--- src/hw/rtl/rit_pkg.sv ---
// Package for the radix integer-to-text converter: widths, constants,
// register indexes, divider result type and symbol lookup.
// No dependencies.
`default_nettype none

package rit_pkg;

    localparam int MAX_RADIX   = 16;
    localparam int VALUE_WIDTH = 32;
    localparam int STEP_BITS   = 8;
    localparam int N_CHUNK     = VALUE_WIDTH / STEP_BITS;
    localparam int CHUNK_W     = (N_CHUNK > 1) ? $clog2(N_CHUNK) : 1;
    localparam int RADIX_W     = 5;
    localparam int SYM_IDX_W   = $clog2(MAX_RADIX);
    localparam int SYM_SEL_W   = 4;
    localparam int NSYM_STORE  = 16;
    localparam int CHAR_W      = 8;
    localparam int SYMS_W      = NSYM_STORE * CHAR_W;
    localparam int DIG_W       = $clog2(VALUE_WIDTH);
    localparam int CNT_W       = DIG_W + 1;
    localparam int CFG_IDX_W   = 2;
    localparam int CFG_DATA_W  = 64;

    typedef logic [CHAR_W-1:0] t_char;

    localparam t_char CH_PLUS  = 8'h2B;
    localparam t_char CH_MINUS = 8'h2D;

    typedef enum logic [CFG_IDX_W-1:0] {
        REG_RADIX  = 2'd0,
        REG_SYM_LO = 2'd1,
        REG_SYM_HI = 2'd2
    } t_reg_idx;

    typedef struct packed {
        logic [SYM_IDX_W-1:0] rem;
        logic [STEP_BITS-1:0] quo;
    } t_div_res;

    function automatic t_char sym_at(input logic [SYMS_W-1:0] syms,
                                     input logic [SYM_SEL_W-1:0] idx);
        return syms[{idx, 3'b000} +: CHAR_W];
    endfunction

endpackage

`default_nettype wire

--- src/hw/rtl/radix_integer_to_text.sv ---
// Radix integer-to-text converter, top level: config registers, sequencer,
// digit buffer, output register. Depends on rit_pkg, rit_symchk, rit_divstep.
//
// Usage:
//  - Config port: i_cfg_we writes i_cfg_data to register i_cfg_index
//    (0 radix length, 1 symbols 0..7, 2 symbols 8..15). Write only when idle.
//  - Input stream s_axis_*: one signed 32-bit value per transaction.
//  - Output stream m_axis_*: one character per transaction, tlast on the
//    final character. Invalid symbol set: the value is dropped, no output.
//  - Sequence: accept, check, then each digit via the shared 8-step divider,
//    one STEP_BITS chunk at a time over VALUE_WIDTH/8 = 4 chunks, then one
//    character per cycle ('-' first for negatives) while the receiver is
//    ready. s_axis_tready is high only while idle.
//  - Output is registered; a stalled receiver holds the sequencer in its
//    sign or emit step, the pending character stays stable until taken.
//  - Reset (i_rst_n low, synchronous): config cleared to 0, sequencer idle,
//    output empty.
`default_nettype none

module radix_integer_to_text
    import rit_pkg::*;
(
    input  wire logic                   i_clk,
    input  wire logic                   i_rst_n,
    input  wire logic                   i_cfg_we,
    input  wire logic [CFG_IDX_W-1:0]   i_cfg_index,
    input  wire logic [CFG_DATA_W-1:0]  i_cfg_data,
    input  wire logic                   s_axis_tvalid,
    output logic                        s_axis_tready,
    input  wire logic [VALUE_WIDTH-1:0] s_axis_tdata,   // [31:0] value
    output logic                        m_axis_tvalid,
    input  wire logic                   m_axis_tready,
    output logic [CHAR_W-1:0]           m_axis_tdata,   // [7:0] character
    output logic                        m_axis_tlast
);

    typedef enum logic [4:0] {
        S_IDLE  = 5'b00001,
        S_CHECK = 5'b00010,
        S_DIV   = 5'b00100,
        S_SIGN  = 5'b01000,
        S_EMIT  = 5'b10000
    } t_state;

    localparam logic [CHUNK_W-1:0] CHUNK_LAST = CHUNK_W'(N_CHUNK - 1);

    t_state                 r_state, n_state;
    logic [RADIX_W-1:0]     r_radix;
    logic [CFG_DATA_W-1:0]  r_sym_lo, r_sym_hi;
    logic [VALUE_WIDTH-1:0] r_mag, n_mag;
    logic                   r_neg, n_neg;
    logic [SYM_IDX_W-1:0]   r_rem, n_rem;
    logic [CHUNK_W-1:0]     r_chunk, n_chunk;
    logic [CNT_W-1:0]       r_ndig, n_ndig;
    logic                   r_ovalid, n_ovalid;
    t_char                  r_ochar, n_ochar;
    logic                   r_olast, n_olast;
    logic [SYM_IDX_W-1:0]   r_dig [VALUE_WIDTH];

    logic [SYMS_W-1:0]      w_syms;
    logic                   w_sym_ok;
    t_div_res               w_div;
    logic                   w_dig_we;
    logic                   w_slot_free;
    logic [CNT_W-1:0]       w_ndig_m1;

    assign w_syms = {r_sym_hi, r_sym_lo};

    rit_symchk u_symchk (
        .i_radix (r_radix),
        .i_syms  (w_syms),
        .o_ok    (w_sym_ok)
    );

    rit_divstep u_divstep (
        .i_radix (r_radix),
        .i_rem   (r_rem),
        .i_chunk (r_mag[VALUE_WIDTH-1 -: STEP_BITS]),
        .o_res   (w_div)
    );

    assign w_slot_free = !r_ovalid || m_axis_tready;
    assign w_ndig_m1   = r_ndig - CNT_W'(1);

    always_comb begin
        n_state  = r_state;
        n_mag    = r_mag;
        n_neg    = r_neg;
        n_rem    = r_rem;
        n_chunk  = r_chunk;
        n_ndig   = r_ndig;
        n_ovalid = r_ovalid && !m_axis_tready;
        n_ochar  = r_ochar;
        n_olast  = r_olast;
        w_dig_we = 1'b0;
        case (r_state)
            S_IDLE: begin
                if (s_axis_tvalid) begin
                    n_mag   = s_axis_tdata;
                    n_state = S_CHECK;
                end
            end
            S_CHECK: begin
                if (!w_sym_ok) begin
                    n_state = S_IDLE;
                end else begin
                    n_neg   = r_mag[VALUE_WIDTH-1];
                    n_mag   = r_mag[VALUE_WIDTH-1] ? (~r_mag + VALUE_WIDTH'(1)) : r_mag;
                    n_rem   = '0;
                    n_chunk = '0;
                    n_ndig  = '0;
                    n_state = S_DIV;
                end
            end
            S_DIV: begin
                n_mag   = VALUE_WIDTH'({r_mag, w_div.quo});
                n_rem   = w_div.rem;
                n_chunk = r_chunk + CHUNK_W'(1);
                if (r_chunk == CHUNK_LAST) begin
                    w_dig_we = 1'b1;
                    n_ndig   = r_ndig + CNT_W'(1);
                    n_rem    = '0;
                    n_chunk  = '0;
                    if (n_mag == '0) begin
                        n_state = r_neg ? S_SIGN : S_EMIT;
                    end
                end
            end
            S_SIGN: begin
                if (w_slot_free) begin
                    n_ovalid = 1'b1;
                    n_ochar  = CH_MINUS;
                    n_olast  = 1'b0;
                    n_state  = S_EMIT;
                end
            end
            S_EMIT: begin
                if (w_slot_free) begin
                    n_ovalid = 1'b1;
                    n_ochar  = sym_at(w_syms, SYM_SEL_W'(r_dig[w_ndig_m1[DIG_W-1:0]]));
                    n_olast  = (r_ndig == CNT_W'(1));
                    n_ndig   = w_ndig_m1;
                    if (r_ndig == CNT_W'(1)) begin
                        n_state = S_IDLE;
                    end
                end
            end
            default: begin
                n_state = S_IDLE;
            end
        endcase
    end

    always_ff @(posedge i_clk) begin
        if (!i_rst_n) begin
            r_state  <= S_IDLE;
            r_ovalid <= 1'b0;
            r_radix  <= '0;
            r_sym_lo <= '0;
            r_sym_hi <= '0;
        end else begin
            r_state  <= n_state;
            r_ovalid <= n_ovalid;
            if (i_cfg_we) begin
                case (i_cfg_index)
                    REG_RADIX:  r_radix  <= i_cfg_data[RADIX_W-1:0];
                    REG_SYM_LO: r_sym_lo <= i_cfg_data;
                    REG_SYM_HI: r_sym_hi <= i_cfg_data;
                    default: ;
                endcase
            end
        end
    end

    always_ff @(posedge i_clk) begin
        r_mag   <= n_mag;
        r_neg   <= n_neg;
        r_rem   <= n_rem;
        r_chunk <= n_chunk;
        r_ndig  <= n_ndig;
        r_ochar <= n_ochar;
        r_olast <= n_olast;
        if (w_dig_we) begin
            r_dig[r_ndig[DIG_W-1:0]] <= w_div.rem;
        end
    end

    assign s_axis_tready = (r_state == S_IDLE);
    assign m_axis_tvalid = r_ovalid;
    assign m_axis_tdata  = r_ochar;
    assign m_axis_tlast  = r_olast;

endmodule

`default_nettype wire

--- src/hw/rtl/rit_symchk.sv ---
// Symbol set check: radix range, forbidden symbols and duplicate symbols.
// Depends on rit_pkg.
`default_nettype none

module rit_symchk
    import rit_pkg::*;
(
    input  wire logic [RADIX_W-1:0] i_radix,
    input  wire logic [SYMS_W-1:0]  i_syms,
    output logic                    o_ok
);

    logic  w_bad;
    t_char w_ci;

    always_comb begin
        w_bad = 1'b0;
        w_ci  = '0;
        if (int'(i_radix) < 2 || int'(i_radix) > MAX_RADIX) begin
            w_bad = 1'b1;
        end
        for (int i = 0; i < NSYM_STORE; i++) begin
            if (i < MAX_RADIX && i < int'(i_radix)) begin
                w_ci = sym_at(i_syms, SYM_SEL_W'(i));
                if (w_ci == '0 || w_ci == CH_PLUS || w_ci == CH_MINUS) begin
                    w_bad = 1'b1;
                end
                for (int j = i + 1; j < NSYM_STORE; j++) begin
                    if (j < MAX_RADIX && j < int'(i_radix)
                            && sym_at(i_syms, SYM_SEL_W'(j)) == w_ci) begin
                        w_bad = 1'b1;
                    end
                end
            end
        end
        o_ok = !w_bad;
    end

endmodule

`default_nettype wire

--- src/hw/rtl/rit_divstep.sv ---
// Shared divider unit: STEP_BITS restoring steps of division by the radix,
// remainder in and out, one chunk of quotient bits out. Depends on rit_pkg.
`default_nettype none

module rit_divstep
    import rit_pkg::*;
(
    input  wire logic [RADIX_W-1:0]   i_radix,
    input  wire logic [SYM_IDX_W-1:0] i_rem,
    input  wire logic [STEP_BITS-1:0] i_chunk,
    output t_div_res                  o_res
);

    logic [RADIX_W:0]     w_t;
    logic [RADIX_W:0]     w_d;
    logic [SYM_IDX_W-1:0] w_rem;
    logic [STEP_BITS-1:0] w_q;

    always_comb begin
        w_rem = i_rem;
        w_q   = '0;
        w_t   = '0;
        w_d   = '0;
        for (int k = STEP_BITS - 1; k >= 0; k--) begin
            w_t = {{(RADIX_W - SYM_IDX_W){1'b0}}, w_rem, i_chunk[k]};
            w_d = w_t - {1'b0, i_radix};
            if (w_t >= {1'b0, i_radix}) begin
                w_q[k] = 1'b1;
                w_rem  = w_d[SYM_IDX_W-1:0];
            end else begin
                w_q[k] = 1'b0;
                w_rem  = w_t[SYM_IDX_W-1:0];
            end
        end
        o_res.rem = w_rem;
        o_res.quo = w_q;
    end

endmodule

`default_nettype wire

--- config.mk ---
export PLATFORM = sky130hd
export DESIGN_NAME = radix_integer_to_text
export DESIGN_NICKNAME = d
export VERILOG_FILES = /design/src/hw/rtl/rit_pkg.sv /design/src/hw/rtl/radix_integer_to_text.sv /design/src/hw/rtl/rit_symchk.sv /design/src/hw/rtl/rit_divstep.sv
export SDC_FILE = /design/constraint.sdc
export NUM_CORES = 1
export LEC_CHECK = 0
export BUFFER_PORTS_ARGS = -buffer_cell sky130_fd_sc_hd__buf_2
export CORE_ASPECT_RATIO = 0.5
export CORE_MARGIN = 8
export CORE_UTILIZATION = 50
export CTS_CLUSTER_SIZE = 8
export DETAILED_ROUTE_END_ITERATION = 8
export PLACE_DENSITY = 0.72
export SYNTH_ARGS = -nofsm -noshare
export SYNTH_HDL_FRONTEND = slang
export SYNTH_SLANG_ARGS = --single-unit
--- constraint.sdc ---
create_clock -name i_clk -period 15.7 [get_ports i_clk]
set_input_delay 0.785 -clock i_clk [delete_from_list [all_inputs] [get_ports i_clk]]
set_output_delay 0.785 -clock i_clk [all_outputs]
set_load 0.03 [all_outputs]
== Yosys cells after proc, flatten, opt, wreduce, memory -nomap -nowiden ==
Memory sizes are Yosys's and may differ from the RTL's.
Cells that the tools add are included.

* $add $sub $neg: 12
* Shift operators: 1
* Order comparisons: 26
* Mux-type cells: 204
* Bitwise operators: 2
* Equality and inequality tests: 169
* Reduce and logical (&&, ||, !) cells: 190

{| class="wikitable"
|+ Operator list
! kind !! count
|-
| equality test 8 bit || 120
|-
| equality test 8 x 6 -> 1 bit (second input constant) || 32
|-
| two-way mux 1 bit || 169
|-
| logical NOT 8 bit || 16
|-
| indexed part select 128 x 8 -> 8 bit || 1
|-
| logical AND 1 bit || 121
|-
| two-way mux 32 bit || 3
|-
| one-hot mux 32 bit (3 select lines) || 1
|-
| greater-or-equal comparator 5 bit || 8
|-
| < comparator 4 x 5 -> 1 bit (first input constant) || 8
|-
| two-way mux 4 bit || 10
|-
| two-way mux 5 bit || 7
|-
| logical OR 1 bit || 34
|-
| adder 32 x 1 -> 32 bit (second input constant) || 1
|-
| logical NOT 32 bit || 1
|-
| inverter 32 bit || 1
|-
| subtractor 4 bit || 8
|-
| one-hot mux 5 bit (5 select lines) || 1
|-
| < comparator 3 x 5 -> 1 bit (first input constant) || 4
|-
| two-way mux 6 bit || 3
|-
| one-hot mux 6 bit (3 select lines) || 1
|-
| two-way mux 8 bit || 2
|-
| != test 2 bit (second input constant) || 8
|-
| one-hot mux 8 bit (2 select lines) || 1
|-
| 30 further kinds || 43
|}

* RAM bits: 128
* Memories kept: 1
* Bits in registers: 193
* Input port bits: 103
* Word-level logic and storage cells: 618
* Output and inout bits: 11

{| class="wikitable"
|+ Memory list
! memory !! depth !! bits a word !! read ports !! clocked after memory_dff !! write ports !! line !! text
|-
| r_dig || 32 || 4 || 1 || 0 || 1 || radix_integer_to_text.sv:58 || <nowiki>logic [SYM_IDX_W-1:0] r_dig [VALUE_WIDTH];</nowiki>
|}

== Depth between registers and ports, before layout ==
Gate-level depths: netlist (run 1).

* Depth after elaboration: 157
* Mapped depth: 60
* Mapped depth without buffers: 59

== Modules after synthesis ==
A second synthesis (run 1) with hierarchy kept.

* Cells, all modules: 3344
* Area, all modules: 29897.4 um^2

{| class="wikitable"
|+ Modules (own cells, without submodules)
! module !! times used !! sequential area each (um^2) !! area each (um^2) !! cells an instance
|-
| radix_integer_to_text || 1 || 8247.9 || 14865.5 || 1387
|-
| rit_symchk || 1 || 0.0 || 13280.2 || 1744
|-
| rit_divstep || 1 || 0.0 || 1751.7 || 213
|}

== Worst setup path after synthesis (run 1) ==
Ideal clock, no wire load.

* Path type: flip-flop to flip-flop
* Start point: reg r_radix[1]
* End point: mem r_dig[0][1] (netlist name) (data pin)
* Required time: 15.311 ns
* Period minus slack after synthesis: 13.889 ns
* Buffers on the path: 2
* Library setup time: 0.389 ns
* Cell stages (with the launch flop): 55
* Setup slack: 1.811 ns
* Arrival: 13.499 ns
* Cells stage by stage: dfxtp_1 > clkbuf_8 > inv_1 > ha_1 > nor2b_1 > o21ai_0 > a31oi_1 > a211oi_1 > mux2i_1 > ha_1 > o21ai_0 > a21boi_0 > o21ai_0 > a21oi_1 > mux2i_1 > ha_1 > nor2b_1 > o21ai_0 > (+19 left out) > o21ai_0 > ha_1 > nor2b_1 > o21ai_0 > nand3b_1 > a21o_1 > a21oi_1 > nor2_1 > a21oi_1 > inv_1 > ha_1 > nor2b_1 > o21ai_0 > a31oi_1 > o21ai_0 > nand2b_1 > clkbuf_1 > mux2i_1

{| class="wikitable"
|+ RTL lines
! what !! line !! text
|-
| start: declaration || radix_integer_to_text.sv:48 || <nowiki>logic [RADIX_W-1:0] r_radix;</nowiki>
|-
| start signal: assignment || radix_integer_to_text.sv:166 || <nowiki>REG_RADIX: r_radix <= i_cfg_data[RADIX_W-1:0];</nowiki>
|-
| end: declaration || radix_integer_to_text.sv:58 ||
|}

==> metrics.csv, run 1 <==
stage,metric,value,unit
global_routing,overflow,0,
worst_hold_path,holdPathStages,3,
global_routing,grt_util_all_layers,30.2,%
power_and_ir_drop,clockPowerShare,12.2,%
timing,slew_headroom,13.4,%
route,route.detailed.drc,0,
placed_design,dpl_cell_area,0.0300,mm^2
route,avgViaCountPerCell,6.58,
worst_hold_path,hold_end,r_sym_hi[61]$_SDFFE_PN0P_,
finish,drive_gt1_share,12.7,%
die,fp-row-count,62,
yosys,ys.warnings.count,0,
placed_design,gp_congestion,1.02,
finish,multiInputGateArea,0.0190,mm^2
power_and_ir_drop,p_int,4.50,mW
outcome,status,"complete, no violations",
yosys,synthTopCellsByArea,"xnor2_1 22%, edfxtp_1 19%, dfxtp_1 9.6%",
critical_path,start_kind,flip-flop,
yosys,synthXorXnorAreaFrac,30.9,%
timing,tightest_slew,1300,ps
power_and_ir_drop,seq_power_share,34.5,%
yosys,ys_ff_latch,321,
route,ant_nets,0,
global_routing,grt_pass1_vias,25500,
finish,finalNetCount,3342,
critical_path,worstPathArrival,14790,ps
placed_design,place_inst,3902,
timing,fin_hold_ws,451,ps
route,routedWlPerCell,26.6,um
power_and_ir_drop,total_power,7.88,mW
critical_path,ff2ff_path_depth,55,
critical_path,cpMostUsedCell,o21ai_0,
timing,min_period_over_period,92.0,%
flow_run,drv_cap,0,
yosys,synth_cell_type_count,81,
yosys,netlist_area,0.0291,mm^2
critical_path,reg2reg_from,r_radix[0]$_SDFFE_PN0P_,
finish,n_fill_cell,5023,
critical_path,r2r_end,r_rem[2]$_SDFFCE_PP0P_,
finish,syn2layout_area_growth,8.06,%
timing,hold_viol_final,0,
global_routing,grt_max_degree,75,
yosys,yosysTopAreaCellShare,22.0,%
power_and_ir_drop,switching_share,42.9,%
clock_tree,clock_path_buffers,3,
power_and_ir_drop,ir_drop,0.886,mV
finish,fin_util,54.7,%
yosys,synthFlopType,edfxtp_1,
timing,max_freq,69.3,MHz
clock_tree,clkLatencyLatePin,600,ps
yosys,ys_top_cells_by_count,"732 x xnor2_1, 320 x nand2_1, 293 x xor2_1",
worst_hold_path,min_from,i_cfg_data[61],
finish,final_area,0.0314,mm^2
route,drt-pass1-iter-count,8,
finish,antenna_cells,0,
worst_hold_path,min_path_type,primary input to flip-flop,
die,start_util,50.7,%
placed_design,numPortBuffers,113,
yosys,syn_area_per_cell,9.01,um^2
die,chipWidth,357,um
power_and_ir_drop,power_leakage,11.4,nW
yosys,synth-adder-area-share,2.57,%
yosys,synth-compound-area-share,9.49,%
route,via_count,26200,
clock_tree,cts_root_buffer,clkbuf_16,
yosys,syn_nets,3387,
critical_path,critPathKind,flip-flop to flip-flop,
clock_tree,cts_tree,built,
yosys,yosysMostFrequentCell,xnor2_1,
yosys,synth_edf_count,182,
placed_design,dp_slack,456,ps
timing,fin_ws,1260,ps
die,fp.dieH,187,um
critical_path,end_kind,flip-flop,
timing,rsz0062_at_grt,no,
die,top_level_ports,114,
clock_tree,cts_sinks,321,
yosys,muxShareOfSynthArea,6.04,%
power_and_ir_drop,switching_power,3.38,mW
yosys,yosysTopAreaCell,xnor2_1,
timing,period_needed,14440,ps
power_and_ir_drop,pwr-share-comb,53.3,%
route,drt_first_iter_violations,3705,
timing,slew_violations,0,
global_routing,antenna_found_initial,4,
clock_tree,cts_buffers,46,
yosys,synth-async-reset-ratio,0,%
critical_path,rrSetupSlack,1260,ps
timing,finalSetupViolations,0,
yosys,synth_simple_gate_area_share,16.2,%
die,die_area,0.0666,mm^2
finish,regArea,0.00825,mm^2
timing,setup_tns,0,ps
yosys,synth_top_family_by_area,XOR/XNOR gates,
finish,layout.cells.non_filler,3981,
timing,fin_skew,25.8,ps
critical_path,worstPathMaxFanout,33,
clock_tree,clkTransAtPathRegs,60,ps
die,core_area,0.0574,mm^2
clock_tree,postCtsHoldBufs,0,
placed_design,place_hpwl,64.2,mm
critical_path,crit_path_top_delay_cell,dfxtp_1,
power_and_ir_drop,powerDensity,251,mW/mm^2
critical_path,cp.required,16060,ps
route,drt_wl_total,106,mm
critical_path,cp_slowest_stage_delay,980,ps
global_routing,grt_pass1_wl,158,mm
yosys,synth_cells,3229,
clock_tree,h-tree-depth,2,
yosys,seq_area_frac_synth,28.4,%
## worst max-delay path, delay by kind of cell (launching register included)
kind            cells  cell delay, ps
compound gates     27            6350
fa+ha+maj           8            2510
buf+inv             4             560
flops               1             980
mux                 5            2120
simple gates       11            1680
## cell usage in the layout, fill, tap and decap left out, types with 28 or more instances in the layout
master / synthesis / layout
buf_4: 5 / 147
inv_1: 37 / 37
a22oi_1: 28 / 28
mux4_2: 39 / 39
xor2_1: 293 / 293
buf_2: 235 / 112
nor4_1: 91 / 91
xnor2_1: 732 / 732
ha_1: 47 / 47
nor3_1: 95 / 95
a31oi_1: 39 / 39
dfxtp_1: 139 / 138
nand2_1: 320 / 320
nand4_1: 170 / 170
edfxtp_1: 182 / 182
mux2i_1: 58 / 56
nor2_1: 97 / 96
a21oi_1: 43 / 39
a21boi_0: 129 / 129
nand3_1: 50 / 50
clkbuf_16: 0 / 47
o21ai_0: 31 / 31
## logic make-up (layout without fill, tap and decap cells)
logic type	count (synthesis)	in the layout
xor gates and xnor gates	1025	1025
and+or+nand+nor	932	932
buffers and inverters	391	373
AOI/OAI and AO/OA	384	385
DFF	321	321
muxes	121	122
adders and majority gates	55	55
## repair_timing
item / 4_1_cts / 5_1_grt
gates resized for setup: 0 / 7
setup endpoints to repair: 0 / 138
setup buffers: 0 / 0
## area by class of cell
cell class	instances	area share (%)
Multi-Input combinational cell	2519	60.6
Sequential cell	321	26.2
Timing Repair Buffer	259	5.30
Clock buffer	74	4.06
Tap cell	768	3.06
Inverter	37	0.442
Clock inverter	3	0.287
## how the worst max path moves through the flow
stage	from	cells after the start	end
6_report	r_radix[0]$_SDFFE_PN0P_	55	r_rem[2]$_SDFFCE_PP0P_
5_1_grt	r_radix[2]$_SDFFE_PN0P_	56	r_rem[0]$_SDFFCE_PP0P_
4_1_cts	r_radix[1]$_SDFFE_PN0P_	55	r_dig[3][1]$_DFFE_PP_
3_5_place_dp	r_radix[1]$_SDFFE_PN0P_	55	r_dig[16][1]$_DFFE_PP_
3_3_place_gp	r_radix[1]$_SDFFE_PN0P_	55	r_dig[17][1]$_DFFE_PP_
2_1_floorplan	r_radix[1]$_SDFFE_PN0P_	54	r_dig[0][1]$_DFFE_PP_
## metal layers
layer	share of wire [%]	wire, um	GRT usage [%]	up-vias
met4	6.7	7050	17.0	6
li1	-	-	-	11100
met5	0.048	51	0	-
met2	41	43800	44.4	1907
met3	14	14700	10.3	604
met1	38	40100	38.6	12600
## power by group through the flow
| stage | registers [mW] | logic (mW) | clock network [mW] |
|---|---|---|---|
| floorplan | 2.45 | 2.60 | 0 |
| global placement | 2.57 | 3.48 | 0 |
| finish | 2.72 | 4.20 | 0.960 |
| global route | 2.66 | 4.49 | 1.01 |
| CTS | 2.51 | 3.59 | 0.970 |
| detailed placement | 2.52 | 3.58 | 0 |
## state kept, by name, summed over array words and instances, names as in the netlist
name / flops
r_radix: 5
r_rem: 4
r_state: 5
r_ndig: 6
r_dig: 128
r_sym_hi: 64
m_axis_tvalid: 1
r_chunk: 2
r_sym_lo: 64
r_neg: 1
r_mag: 32
m_axis_tdata: 8
m_axis_tlast: 1
No activity file was read; power rests on OpenSTA's default activity.
==> inputs of run 2 (changes only) <==
Settings changed: RECOVER_POWER set to 25.
==> metrics.csv, run 2 (same netlist as run 1, synthesis figures left out) <==
stage,metric,value,unit,change
outcome,status,"complete, but fails checks",,"was complete, no violations"
outcome,violations,"max-capacitance violations, max-slew violations",,
route,drt_first_iter_violations,3882,,was 3705
timing,hold_viol_final,0,,unchanged
global_routing,grt_pass1_vias,25500,,unchanged
clock_tree,h-tree-depth,2,,unchanged
finish,drive_gt1_share,12.5,%,was 12.7%
clock_tree,clkLatencyLatePin,600,ps,about the same
worst_hold_path,min_path_type,primary input to flip-flop,,unchanged
finish,layout_commonest_cell,xnor2_1,,unchanged
critical_path,cpMostUsedCell,o21ai_0,,unchanged
route,route.detailed.drc,0,,unchanged
die,fp.dieH,187,um,unchanged
power_and_ir_drop,seq_power_share,34.6,%,was 34.5%
die,top_level_ports,114,,unchanged
critical_path,worstPathArrival,14730,ps,was 14790 ps
route,drt-pass1-iter-count,8,,unchanged
power_and_ir_drop,pwr-share-comb,53.3,%,about the same
die,core_area,0.0574,mm^2,unchanged
finish,multiInputGateArea,0.0190,mm^2,about the same
critical_path,crit_buf_inv,4,,unchanged
clock_tree,cts_root_buffer,clkbuf_16,,unchanged
global_routing,grt_max_degree,75,,unchanged
die,fp-row-count,62,,unchanged
global_routing,grt_util_all_layers,30.2,%,unchanged
die,die_area,0.0666,mm^2,unchanged
placed_design,place_inst,3902,,unchanged
timing,max_freq,69.5,MHz,was 69.3 MHz
finish,regArea,0.00825,mm^2,unchanged
global_routing,grt_pass1_wl,158,mm,unchanged
finish,fin_util,54.7,%,about the same
power_and_ir_drop,switching_power,3.37,mW,was 3.38 mW
critical_path,crit_path_top_delay_cell,dfxtp_1,,unchanged
clock_tree,cts_sinks,321,,unchanged
critical_path,rrSetupSlack,1320,ps,was 1260 ps
placed_design,place_hpwl,64.2,mm,unchanged
power_and_ir_drop,switching_share,42.7,%,was 42.9%
flow_run,drv_cap,5,,was 0
timing,finalSetupViolations,0,,unchanged
route,ant_nets,0,,unchanged
timing,fin_hold_ws,454,ps,was 451 ps
route,via_count,26100,,was 26200
timing,rsz0062_at_grt,no,,unchanged
timing,slew_violations,308,,was 0
power_and_ir_drop,power_leakage,11.4,nW,about the same
clock_tree,cts_setup_buffers,0,,unchanged
clock_tree,clock_path_buffers,3,,unchanged
placed_design,gp_congestion,1.02,,unchanged
power_and_ir_drop,powerDensity,251,mW/mm^2,about the same
power_and_ir_drop,ir_drop,0.883,mV,was 0.886 mV
die,start_util,50.7,%,unchanged
placed_design,dpl_cell_area,0.0300,mm^2,unchanged
finish,layout.cells.non_filler,3982,,was 3981
power_and_ir_drop,clockPowerShare,12.2,%,about the same
timing,tightest_slew,3470,ps,was 1300 ps
critical_path,worstPathMaxFanout,17,,was 33
critical_path,cp_slowest_stage_delay,980,ps,about the same
global_routing,antenna_found_initial,4,,unchanged
critical_path,cp.required,16040,ps,was 16060 ps
route,drt_wl_total,106,mm,about the same
critical_path,start_kind,flip-flop,,unchanged
route,routedWlPerCell,26.5,um,was 26.6 um
timing,period_needed,14380,ps,was 14440 ps
timing,setup_tns,0,ps,unchanged
finish,n_fill_cell,5028,,was 5023
route,avgViaCountPerCell,6.56,,was 6.58
clock_tree,cts_buffers,46,,unchanged
critical_path,crit_family,compound AO/OA/AOI/OAI gates,,unchanged
finish,final_area,0.0314,mm^2,about the same
finish,syn2layout_area_growth,7.99,%,was 8.06%
timing,min_period_over_period,91.6,%,was 92.0%
timing,slew_headroom,-131,%,was 13.4%
clock_tree,postCtsHoldBufs,0,,unchanged
critical_path,critPathKind,flip-flop to flip-flop,,unchanged
power_and_ir_drop,p_int,4.52,mW,was 4.50 mW
finish,largest_reg_flops,128,,unchanged
placed_design,numPortBuffers,113,,unchanged
finish,layout_common_cells,"732 x xnor2_1, 320 x nand2_1, 293 x xor2_1",,unchanged
clock_tree,clkTransAtPathRegs,70,ps,was 60 ps
critical_path,end_kind,flip-flop,,unchanged
finish,finalNetCount,3342,,unchanged
clock_tree,cts_tree,built,,unchanged
die,chipWidth,357,um,unchanged
global_routing,overflow,0,,unchanged
timing,fin_skew,27.6,ps,was 25.8 ps
## run 2: changes by cell type in the layout (fill, tap and decap cells not counted), sizes merged
cell,before,now
clkbuf,74,80
diode,0,1
buf,259,253
## run 2: layout make-up
type / count / share of cell area, %
Multi-Input combinational cell: 2519 / 60.6
Sequential cell: 321 / 26.3
Timing Repair Buffer: 259 / 5.23
Clock buffer: 74 / 4.07
Tap cell: 768 / 3.06
Inverter: 37 / 0.442
Clock inverter: 3 / 0.287
Antenna cell: 1 / 0.00797
## run 2: power by group through the flow
stage / Sequential (mW) / Clock (mW) / Combinational, mW
floorplan: 2.45 / 0 / 2.60
global placement: 2.57 / 0 / 3.48
detailed placement: 2.52 / 0 / 3.58
CTS: 2.51 / 0.970 / 3.59
global route: 2.66 / 1.01 / 4.49
finish: 2.73 / 0.960 / 4.20
## run 2: worst register-to-register path, delay by kind of cell (launching register included)
| kind | cells | cell delay (ps) |
|---|---|---|
| fa+ha+maj | 8 | 2520 |
| mux | 4 | 1460 |
| simple gates | 12 | 2160 |
| compound gates | 28 | 6470 |
| flops | 1 | 980 |
| buf+inv | 4 | 560 |
## run 2: per-layer routing
metal / global-route usage (%) / wire, um
met1: 38.6 / 39900
met2: 44.4 / 43800
met3: 10.3 / 14800
met4: 17.0 / 7040
met5: 0 / 22
## run 2: worst paths after layout
path | start | endpoint | cells after the start
worst min register to register | r_sym_hi[58]$_SDFFE_PN0P_ | r_sym_hi[58]$_SDFFE_PN0P_ | 2
worst min-delay path | i_cfg_data[61] | r_sym_hi[61]$_SDFFE_PN0P_ | 3
worst max-delay path | r_radix[0]$_SDFFE_PN0P_ | r_rem[0]$_SDFFCE_PP0P_ | 56
worst max register to register | r_radix[0]$_SDFFE_PN0P_ | r_rem[0]$_SDFFCE_PP0P_ | 56
## run 2: repair_timing
item	CTS	global route
endpoints found under the hold margin	0	0
endpoints found under the setup margin	0	138
gates resized for setup	0	7
## run 2: per-stage QoR
| stage | worst slack (ps) | power, mW |
|---|---|---|
| floorplan | 1810 | 5.05 |
| global placement | 997 | 6.05 |
| detailed placement | 456 | 6.09 |
| CTS | 341 | 7.07 |
| global route | 10.5 | 8.16 |
| finish | 1320 | 7.89 |
